$ cat src/hdl/pnms_pkg.sv
`timescale 1ns / 1ps
`default_nettype none
// ----------------------------------------------------------------------------
// pnms_pkg
// shared constants and types of the point suppression core
// ----------------------------------------------------------------------------
package pnms_pkg;

    localparam int MAX_POINTS = 64;
    localparam int IDX_W      = $clog2(MAX_POINTS);
    localparam int CNT_W      = $clog2(MAX_POINTS + 1);
    localparam int COORD_W    = 12;
    localparam int AREA_W     = 24;
    localparam int THR_W      = 12;
    localparam int T2_W       = 2 * THR_W;
    localparam int D2_W       = 2 * COORD_W + 1;
    localparam logic [THR_W-1:0] THR_RESET = 12'd50;

    // one point held in a cell of the ring
    typedef struct packed {
        logic               alive;
        logic [IDX_W-1:0]   idx;
        logic [COORD_W-1:0] x;
        logic [COORD_W-1:0] y;
        logic [AREA_W-1:0]  area;
    } t_point;

    // the point kept last, against which the ring is thinned
    typedef struct packed {
        logic               ok;
        logic [IDX_W-1:0]   idx;
        logic [COORD_W-1:0] x;
        logic [COORD_W-1:0] y;
    } t_win;

endpackage
`default_nettype wire

$ cat src/hdl/pnms_in_if.sv
`timescale 1ns / 1ps
`default_nettype none
// ----------------------------------------------------------------------------
// pnms_in_if
// point beat channel into the suppression core
// ----------------------------------------------------------------------------
interface pnms_in_if;
    import pnms_pkg::*;

    logic               valid;
    logic               ready;
    logic [COORD_W-1:0] point_x;
    logic [COORD_W-1:0] point_y;
    logic [AREA_W-1:0]  point_area;
    logic               is_final;

    modport source (output valid, point_x, point_y, point_area, is_final, input ready);
    modport sink   (input valid, point_x, point_y, point_area, is_final, output ready);
endinterface
`default_nettype wire

$ cat src/hdl/pnms_out_if.sv
`timescale 1ns / 1ps
`default_nettype none
// ----------------------------------------------------------------------------
// pnms_out_if
// kept point beat channel out of the suppression core
// ----------------------------------------------------------------------------
interface pnms_out_if;
    import pnms_pkg::*;

    logic               valid;
    logic               ready;
    logic [COORD_W-1:0] kept_x;
    logic [COORD_W-1:0] kept_y;
    logic [AREA_W-1:0]  kept_area;
    logic               run_end;
    logic               set_empty;
    logic               overflowed;

    modport source (output valid, kept_x, kept_y, kept_area, run_end, set_empty,
                    overflowed, input ready);
    modport sink   (input valid, kept_x, kept_y, kept_area, run_end, set_empty,
                    overflowed, output ready);
endinterface
`default_nettype wire

$ cat src/hdl/pnms_cell.sv
`timescale 1ns / 1ps
`default_nettype none
// ----------------------------------------------------------------------------
// pnms_cell
// one storage cell of the point ring, passes its point on when shifted
// ----------------------------------------------------------------------------
module pnms_cell (
    input  wire logic            i_clk,
    input  wire logic            i_rst_n,
    input  wire logic            i_shift,
    input  wire pnms_pkg::t_point i_pt,
    output pnms_pkg::t_point     o_pt
);
    import pnms_pkg::*;

    logic               r_alive;
    logic [IDX_W-1:0]   r_idx;
    logic [COORD_W-1:0] r_x;
    logic [COORD_W-1:0] r_y;
    logic [AREA_W-1:0]  r_area;

    // occupancy flag
    always_ff @(posedge i_clk) begin
        if (!i_rst_n) begin
            r_alive <= 1'b0;
        end else if (i_shift) begin
            r_alive <= i_pt.alive;
        end
    end

    // point payload
    always_ff @(posedge i_clk) begin
        if (i_shift) begin
            r_idx  <= i_pt.idx;
            r_x    <= i_pt.x;
            r_y    <= i_pt.y;
            r_area <= i_pt.area;
        end
    end

    assign o_pt = '{alive: r_alive, idx: r_idx, x: r_x, y: r_y, area: r_area};
endmodule
`default_nettype wire

$ cat src/hdl/pnms_head.sv
`timescale 1ns / 1ps
`default_nettype none
// ----------------------------------------------------------------------------
// pnms_head
// distance test at the ring head, drops points near the last kept point
// ----------------------------------------------------------------------------
module pnms_head (
    input  wire pnms_pkg::t_point      i_pt,
    input  wire pnms_pkg::t_win        i_win,
    input  wire logic [pnms_pkg::T2_W-1:0] i_t2,
    output pnms_pkg::t_point           o_pt
);
    import pnms_pkg::*;

    logic [COORD_W-1:0] w_dx;
    logic [COORD_W-1:0] w_dy;
    logic [D2_W-1:0]    w_d2;
    logic               w_near;
    logic               w_self;

    // absolute differences
    assign w_dx = (i_win.x >= i_pt.x) ? (i_win.x - i_pt.x) : (i_pt.x - i_win.x);
    assign w_dy = (i_win.y >= i_pt.y) ? (i_win.y - i_pt.y) : (i_pt.y - i_win.y);

    // squared distance against squared radius
    assign w_d2   = (D2_W'(w_dx) * D2_W'(w_dx)) + (D2_W'(w_dy) * D2_W'(w_dy));
    assign w_near = w_d2 < D2_W'(i_t2);
    assign w_self = i_pt.idx == i_win.idx;

    always_comb begin
        o_pt       = i_pt;
        o_pt.alive = i_pt.alive && !(i_win.ok && (w_near || w_self));
    end
endmodule
`default_nettype wire

$ cat src/hdl/point_nms_by_area_core.sv
// sequence: each sweep of the ring picks the best surviving point; a kept point is offered once
// the next sweep has thinned the ring against it; an empty set closes after the first sweep.
// throughput: points load one per cycle while the core is in its load state; every sweep
// passes the whole ring through the single distance unit at the ring head.
// reset: synchronous active low; clears the ring occupancy, counters and radius (50).
`timescale 1ns / 1ps
`default_nettype none
// ----------------------------------------------------------------------------
// point_nms_by_area_core
// greedy suppression of centroid points by area over a rotating ring of cells
// ----------------------------------------------------------------------------
module point_nms_by_area_core (
    input  wire logic                    i_clk,
    input  wire logic                    i_rst_n,
    input  wire logic                    i_cfg_we,
    input  wire logic [pnms_pkg::THR_W-1:0] i_cfg_data,
    pnms_in_if.sink                      i_pt,
    pnms_out_if.source                   o_kept
);
    import pnms_pkg::*;

    typedef enum logic [1:0] {
        ST_LOAD,
        ST_SCAN,
        ST_DECIDE
    } t_state;

    t_state             r_state;
    logic [CNT_W-1:0]   r_count;
    logic               r_ovf;
    logic [IDX_W-1:0]   r_step;
    logic [THR_W-1:0]   r_thr;
    logic [T2_W-1:0]    r_t2;
    t_win               r_win;
    t_point             r_best;
    logic               r_best_ok;
    t_point             r_pend;
    logic               r_have_pend;

    logic               r_out_valid;
    logic [COORD_W-1:0] r_out_x;
    logic [COORD_W-1:0] r_out_y;
    logic [AREA_W-1:0]  r_out_area;
    logic               r_out_end;
    logic               r_out_empty;
    logic               r_out_ovf;

    t_point             w_cell_q [MAX_POINTS];
    t_point             w_head_out;
    t_point             w_ring_in;
    t_point             w_new;
    logic               w_in_acc;
    logic               w_room;
    logic               w_shift;
    logic               w_out_free;
    logic               w_better;
    logic               w_emit;

    assign w_in_acc   = i_pt.valid && i_pt.ready;
    assign w_room     = r_count < CNT_W'(MAX_POINTS);
    assign w_out_free = !r_out_valid || o_kept.ready;
    assign i_pt.ready = r_state == ST_LOAD;

    // a result beat is loaded into the output register
    assign w_emit = (r_state == ST_DECIDE) && w_out_free && (r_have_pend || !r_best_ok);

    // incoming point as a ring entry
    assign w_new = '{alive: 1'b1, idx: r_count[IDX_W-1:0], x: i_pt.point_x,
                     y: i_pt.point_y, area: i_pt.point_area};

    // ring shifts on a stored beat and on every scan cycle
    assign w_shift   = (r_state == ST_SCAN) || (w_in_acc && w_room);
    assign w_ring_in = (r_state == ST_LOAD) ? w_new : w_head_out;

    // distance unit at the ring head
    pnms_head u_head (
        .i_pt  (w_cell_q[MAX_POINTS-1]),
        .i_win (r_win),
        .i_t2  (r_t2),
        .o_pt  (w_head_out)
    );

    // chain of cells
    for (genvar g = 0; g < MAX_POINTS; g++) begin : g_cell
        pnms_cell u_cell (
            .i_clk   (i_clk),
            .i_rst_n (i_rst_n),
            .i_shift (w_shift),
            .i_pt    ((g == 0) ? w_ring_in : w_cell_q[(g == 0) ? 0 : g - 1]),
            .o_pt    (w_cell_q[g])
        );
    end

    // larger area wins, later load wins a tie
    assign w_better = w_head_out.alive && (!r_best_ok || (w_head_out.area > r_best.area) ||
                      ((w_head_out.area == r_best.area) && (w_head_out.idx > r_best.idx)));

    // radius register and its square
    always_ff @(posedge i_clk) begin
        if (!i_rst_n) begin
            r_thr <= THR_RESET;
        end else if (i_cfg_we) begin
            r_thr <= i_cfg_data;
        end
        r_t2 <= T2_W'(r_thr) * T2_W'(r_thr);
    end

    // candidate tracking over a sweep
    always_ff @(posedge i_clk) begin
        if (r_state == ST_SCAN && w_better) begin
            r_best <= w_head_out;
        end
    end

    // sequencer and result register
    always_ff @(posedge i_clk) begin
        if (!i_rst_n) begin
            r_state     <= ST_LOAD;
            r_count     <= '0;
            r_ovf       <= 1'b0;
            r_step      <= '0;
            r_win       <= '0;
            r_best_ok   <= 1'b0;
            r_have_pend <= 1'b0;
            r_out_valid <= 1'b0;
        end else begin
            if (w_emit) begin
                r_out_valid <= 1'b1;
            end else if (o_kept.ready) begin
                r_out_valid <= 1'b0;
            end
            case (r_state)
                ST_LOAD: begin
                    if (w_in_acc) begin
                        if (w_room) begin
                            r_count <= r_count + CNT_W'(1);
                        end else begin
                            r_ovf <= 1'b1;
                        end
                        if (i_pt.is_final) begin
                            r_state     <= ST_SCAN;
                            r_step      <= '0;
                            r_win.ok    <= 1'b0;
                            r_best_ok   <= 1'b0;
                            r_have_pend <= 1'b0;
                        end
                    end
                end
                ST_SCAN: begin
                    r_step <= r_step + IDX_W'(1);
                    if (w_better) begin
                        r_best_ok <= 1'b1;
                    end
                    if (r_step == IDX_W'(MAX_POINTS - 1)) begin
                        r_state <= ST_DECIDE;
                    end
                end
                ST_DECIDE: begin
                    if (w_emit) begin
                        // hand out the held result, last one when nothing is left
                        r_out_end   <= !r_best_ok;
                        r_out_empty <= !r_have_pend;
                        r_out_x     <= r_have_pend ? r_pend.x : '0;
                        r_out_y     <= r_have_pend ? r_pend.y : '0;
                        r_out_area  <= r_have_pend ? r_pend.area : '0;
                        r_out_ovf   <= r_have_pend ? r_ovf : 1'b0;
                    end
                    if (r_best_ok && (w_out_free || !r_have_pend)) begin
                        r_pend      <= r_best;
                        r_have_pend <= 1'b1;
                        r_win       <= '{ok: 1'b1, idx: r_best.idx, x: r_best.x, y: r_best.y};
                        r_best_ok   <= 1'b0;
                        r_step      <= '0;
                        r_state     <= ST_SCAN;
                    end else if (!r_best_ok && w_out_free) begin
                        r_count     <= '0;
                        r_ovf       <= 1'b0;
                        r_have_pend <= 1'b0;
                        r_win.ok    <= 1'b0;
                        r_state     <= ST_LOAD;
                    end
                end
                default: begin
                    r_state <= ST_LOAD;
                end
            endcase
        end
    end

    assign o_kept.valid      = r_out_valid;
    assign o_kept.kept_x     = r_out_x;
    assign o_kept.kept_y     = r_out_y;
    assign o_kept.kept_area  = r_out_area;
    assign o_kept.run_end    = r_out_end;
    assign o_kept.set_empty  = r_out_empty;
    assign o_kept.overflowed = r_out_ovf;
endmodule
`default_nettype wire

$ cat src/flat_wrapper.sv
// flat-port wrapper written by rule: the top's interface ports become plain ports
module point_nms_by_area_core_flat import pnms_pkg::*;
  (i_clk, i_rst_n, i_cfg_we, i_cfg_data, i_pt_valid, i_pt_point_x, i_pt_point_y, i_pt_point_area, i_pt_is_final, i_pt_ready, o_kept_valid, o_kept_kept_x, o_kept_kept_y, o_kept_kept_area, o_kept_run_end, o_kept_set_empty, o_kept_overflowed, o_kept_ready);
  pnms_in_if i_pt_i ();
  pnms_out_if o_kept_i ();
  input  wire logic i_clk;
  input  wire logic i_rst_n;
  input  wire logic i_cfg_we;
  input  wire logic [pnms_pkg::THR_W-1:0] i_cfg_data;
  input wire logic [$bits(i_pt_i.valid)-1:0] i_pt_valid;
  input wire logic [$bits(i_pt_i.point_x)-1:0] i_pt_point_x;
  input wire logic [$bits(i_pt_i.point_y)-1:0] i_pt_point_y;
  input wire logic [$bits(i_pt_i.point_area)-1:0] i_pt_point_area;
  input wire logic [$bits(i_pt_i.is_final)-1:0] i_pt_is_final;
  output wire logic [$bits(i_pt_i.ready)-1:0] i_pt_ready;
  output wire logic [$bits(o_kept_i.valid)-1:0] o_kept_valid;
  output wire logic [$bits(o_kept_i.kept_x)-1:0] o_kept_kept_x;
  output wire logic [$bits(o_kept_i.kept_y)-1:0] o_kept_kept_y;
  output wire logic [$bits(o_kept_i.kept_area)-1:0] o_kept_kept_area;
  output wire logic [$bits(o_kept_i.run_end)-1:0] o_kept_run_end;
  output wire logic [$bits(o_kept_i.set_empty)-1:0] o_kept_set_empty;
  output wire logic [$bits(o_kept_i.overflowed)-1:0] o_kept_overflowed;
  input wire logic [$bits(o_kept_i.ready)-1:0] o_kept_ready;
  assign i_pt_i.valid = i_pt_valid;
  assign i_pt_i.point_x = i_pt_point_x;
  assign i_pt_i.point_y = i_pt_point_y;
  assign i_pt_i.point_area = i_pt_point_area;
  assign i_pt_i.is_final = i_pt_is_final;
  assign i_pt_ready = i_pt_i.ready;
  assign o_kept_valid = o_kept_i.valid;
  assign o_kept_kept_x = o_kept_i.kept_x;
  assign o_kept_kept_y = o_kept_i.kept_y;
  assign o_kept_kept_area = o_kept_i.kept_area;
  assign o_kept_run_end = o_kept_i.run_end;
  assign o_kept_set_empty = o_kept_i.set_empty;
  assign o_kept_overflowed = o_kept_i.overflowed;
  assign o_kept_i.ready = o_kept_ready;
  point_nms_by_area_core u_core (.i_clk(i_clk), .i_rst_n(i_rst_n), .i_cfg_we(i_cfg_we), .i_cfg_data(i_cfg_data), .i_pt(i_pt_i), .o_kept(o_kept_i));
endmodule
$ cat config.mk
export PLATFORM = sky130hd
export DESIGN_NAME = point_nms_by_area_core_flat
export DESIGN_NICKNAME = d
export VERILOG_FILES = /design/src/hdl/pnms_pkg.sv /design/src/hdl/pnms_in_if.sv /design/src/hdl/pnms_out_if.sv /design/src/hdl/pnms_cell.sv /design/src/hdl/pnms_head.sv /design/src/hdl/point_nms_by_area_core.sv /design/src/flat_wrapper.sv
export SDC_FILE = /design/constraint.sdc
export NUM_CORES = 2
export LEC_CHECK = 0
export BUFFER_PORTS_ARGS = -buffer_cell sky130_fd_sc_hd__buf_4
export CORE_MARGIN = 2
export CORE_UTILIZATION = 50
export CTS_CLUSTER_DIAMETER = 120
export DETAILED_ROUTE_END_ITERATION = 10
export GPL_ROUTABILITY_DRIVEN = 0
export PLACE_DENSITY = 0.62
export SLEW_MARGIN = 25
export SYNTH_ARGS = -nofsm -noshare
export SYNTH_HDL_FRONTEND = slang
export SYNTH_SLANG_ARGS = --single-unit
$ cat constraint.sdc
create_clock -name i_clk -period 143.3 [get_ports i_clk]
set_input_delay 7.165 -clock i_clk [delete_from_list [all_inputs] [get_ports i_clk]]
set_output_delay 7.165 -clock i_clk [all_outputs]
set_load 0.01 [all_outputs]
==> key figures <==
Run status
  – Status: complete, no violations

Floorplan
  – Standard cell core area: 259000 um^2
  – Height of the chip: 514 um
  – Horiz. Die Dim: 514 um
  – Initial core utilization: 50.2%
  – I/O Pins: 119
  – Number of placement rows: 187
  – Die Footprint: between 200000 and 300000 um^2

Clocking
  – Inserted Clock Buffers: 375
  – Clock network latency to the later pin of the worst-skew pair: 930 ps
  – TritonCTS clock tree: built
  – Number of post-CTS setup repair buffers: 0
  – Clk root buf: sky130_fd_sc_hd__clkbuf_16
  – Clk pin slew, worst setup/hold paths: 60 ps
  – Level count of the clock H-tree: 5
  – Clock net sink count: about 3800
  – Total of hold buffers inserted after clock tree synthesis: 0
  – Number of gates resized after cts: 0
  – Clock tree buffer depth: 4

Detailed routing
  – Violation count after the first detailed-route iteration: 4558
  – First-pass detailed-route iteration total: 5
  – DR DRC count: 0
  – Post-DR vias/cell: 5.02
  – Via count: 51800
  – Routed wire length: 191 mm
  – Final antenna-violating net count: 0
  – Final routed wire length divided by cell count: 18.5 um

Power
  – Internal power component: between 1500 and 2000 uW
  – Part of the power in the clock network: between 40% and 50%
  – Sw frac: 19.7%
  – Sequential Power Share: 57.1%
  – Combinational Power Share: 2.9%
  – PnR Total Power: 2320 uW
  – Net switching component of the power: approximately 460 uW
  – Largest vdd supply drop: 12.2 uV
  – Leakage component of the power: between 0.05 and 0.06 uW
  – Ratio of total power to cell area: 15.8 nW/um^2

GRT
  – Congestion Overflow GR: 0
  – Largest net degree at the start of global routing: 219
  – Antenna violations before repair: 9
  – Total routing resource utilization after global routing: ~14%
  – First-pass GRT wire length: 296 mm
  – Number of global-route vias before repair: 51600

STA
  – Max_slew headroom: 27.9%
  – Total count of max-transition violations in the final report: 0
  – Period minus WS final: approximately 13000 ps
  – Unrepaired setup endpoints after global routing: false
  – Transition time at the pin with the least slew margin: 1080 ps
  – Achievable Freq: 0.0752 GHz
  – Number of hold violations in the final report: 0
  – Final setup margin: around 130000 ps
  – Setup clock skew after layout: 87.4 ps
  – Setup Viol. Count Final: 0
  – Final critical-path share of the clock period: 9.28%
  – Setup tns final: 0 ps

Yosys
  – Synth top area share: a little over four fifths
  – Mapped Area: 130000 um^2
  – Largest area contributor in the synthesized netlist: sky130_fd_sc_hd__edfxtp_1
  – Total of flip-flops plus latches after synthesis: 3757
  – Distinct cells, synth: between 90 and 100
  – Count of synthesis-stage warnings from yosys: 0
  – Top post-synthesis cells by count: 3609 x sky130_fd_sc_hd__edfxtp_1, 484 x sky130_fd_sc_hd__inv_1, 295 x sky130_fd_sc_hd__nand2_1, 284 x sky130_fd_sc_hd__fa_1, 266 x sky130_fd_sc_hd__ha_1
  – Synthesized netlist cell count: 6144
  – Post-Syn Nets: 6760
  – Top area cells in the synthesized netlist: sky130_fd_sc_hd__edfxtp_1 83%, sky130_fd_sc_hd__fa_1 4.4%, sky130_fd_sc_hd__ha_1 2.6%
  – Fraction of the yosys area taken by sequential cells: 85.5%
  – Proportion of register bits with asynchronous set or reset after synthesis: 0%
  – Most frequent cell after synthesis: sky130_fd_sc_hd__edfxtp_1
  – Synthesized area divided by synthesized cell count: 21.2 um^2
  – Most used flip-flop cell after synthesis: sky130_fd_sc_hd__edfxtp_1
  – EDFF count, synth: 3609

Critical path
  – Largest stage delay on the critical path: around 890 ps
  – Critical Path Slowest Stage Cell: sky130_fd_sc_hd__buf_4
  – Most common cell type on the critical path: sky130_fd_sc_hd__buf_4
  – CP cell instances: buf_4, nor2b_1, o21ai_4, buf_4, inv_8, buf_4, buf_4, buf_4, buf_12, buf_4, buf_4
  – Top cell family by delay on the critical path: buffers and inverters
  – Number of buffer and inverter stages on the critical path: 9
  – Setup crit start kind: input pin
  – Setup crit end kind: register
  – Critical Path Fanout Max: 178
  – Arrival time of the worst setup path: 13810 ps
  – Critical path required time: 143810 ps
  – Critical path start-end classification: input pin to register

Min path
  – Path class of the lowest-slack min-delay path: register to register

Cells and area
  – Syn-to-layout area delta: 13.2%
  – Reg area: about 110000 um^2
  – Final net count: 7226
  – Design Area, Final: 147000 um^2
  – Total area of multi-input combinational cells: 16700 um^2
  – Share of cells above drive strength 1: 11.5%
  – Layout fillers: between 15000 and 20000
  – Post-layout util: 56.8%

Job
  – Maximum Capacitance Violations: 0

Placement
  – Post-detailed-placement half-perimeter wirelength: 108 mm
  – Worst slack, placed: 129180 ps
  – Count of port buffers added during placement: 118
  – Placed Area: 135000 um^2
==> metal layers <==
metal	GRT usage (%)	wire, um
met5	0	0
met4	4.75	5020
met3	2.36	6990
met2	20.9	85000
met1	22.1	94100
==> state kept, by name, indices dropped and copies added (netlist names) <==
name and flops:
u_core.g_cell.u_cell.r_area 1536, u_core.g_cell.u_cell.r_x 768, u_core.g_cell.u_cell.r_y 768, u_core.g_cell.u_cell.r_idx 384, u_core.g_cell.u_cell.r_alive 64, u_core.r_best 54, u_core.r_pend 48, u_core.r_win 30
u_core.o_kept.kept_area 24, u_core.r_t2 23, u_core.o_kept.kept_x 12, u_core.o_kept.kept_y 12, u_core.r_thr 12, u_core.r_count 7, u_core.r_step 6, u_core.r_state 2
u_core.o_kept.overflowed 1, u_core.o_kept.run_end 1, u_core.o_kept.set_empty 1, u_core.o_kept.valid 1, u_core.r_best_ok 1, u_core.r_have_pend 1, u_core.r_ovf 1
==> final timing paths <==
check | end | cells past startpoint | slack, ps | from
worst max-delay path | u_core.g_cell[39].u_cell.r_y[4] | 11 | 130000 | i_pt_valid
worst min-delay path | u_core.g_cell[42].u_cell.r_y[10] | 0 | 360 | u_core.g_cell[41].u_cell.r_y[10]
worst max register to register | u_core.r_best[27] | 41 | 131110 | u_core.g_cell[63].u_cell.r_y[0]
worst min register to register | u_core.g_cell[42].u_cell.r_y[10] | 0 | 360 | u_core.g_cell[41].u_cell.r_y[10]
==> metrics by stage <==
| step | std cells | hold slack [ps] |
|---|---|---|
| floorplan | 6144 | 366 |
| global placement | 9632 | 400 |
| detailed placement | 9632 | 405 |
| CTS | 10300 | 360 |
| global route | 10300 | 365 |
| finish | 10300 | 363 |
==> cells in the final DEF, fill, tap and decap left out, drive strengths merged, types with 32 or more instances in the layout <==
cell type | Yosys | final
clkinv | 1 | 160
nor2 | 155 | 155
bufinv | 0 | 32
a21boi | 96 | 96
dfxtp | 148 | 148
a21oi | 74 | 74
clkbuf | 59 | 455
o21ai | 69 | 69
xnor2 | 56 | 56
ha | 266 | 266
edfxtp | 3609 | 3609
nand2 | 296 | 296
inv | 495 | 507
buf | 29 | 177
and2 | 101 | 101
fa | 284 | 284
==> worst register-to-register path: cells and delay by family, from the launching register on <==
family | cells | cell delay (ps)
simple gates | 4 | 600
flops | 1 | 400
xor+xnor | 3 | 980
buf+inv | 8 | 990
mux | 1 | 370
compound gates | 14 | 3930
fa+ha+maj | 11 | 4520
==> cell type report <==
class                           count  share of cell area, %
Antenna cell                        3                0.00510
Clock buffer                      455                   6.66
Clock inverter                    215                   1.31
Inverter                          496                   1.27
Multi-Input combinational cell   1803                   11.3
Sequential cell                  3757                   75.6
Tap cell                         3402                   2.89
Timing Repair Buffer              177                  0.989
==> power groups by stage <==
stage | sequential, uW | combinational (uW) | clock (uW)
2_1_floorplan | 1620 | 49.6 | 0
5_1_grt | 1330 | 76.1 | 1000
3_3_place_gp | 1350 | 65.6 | 0
3_5_place_dp | 1350 | 67.5 | 0
6_report | 1330 | 66.2 | 930
4_1_cts | 1330 | 67.5 | 961
==> kinds of logic (layout without fill, tap and decap cells) <==
group	Yosys count	in the layout	share of synthesized area, %
buffers and inverters	584	1343	1.73
flip-flops	3757	3757	85.5
adder cells (fa/ha/maj)	550	550	6.92
other	0	3	0
AND/OR/NAND/NOR	718	718	2.60
multiplexers	55	55	0.453
XOR/XNOR	84	84	0.631
AO/OA/AOI/OAI	396	396	2.14
Power figures use the tool's default switching activity.
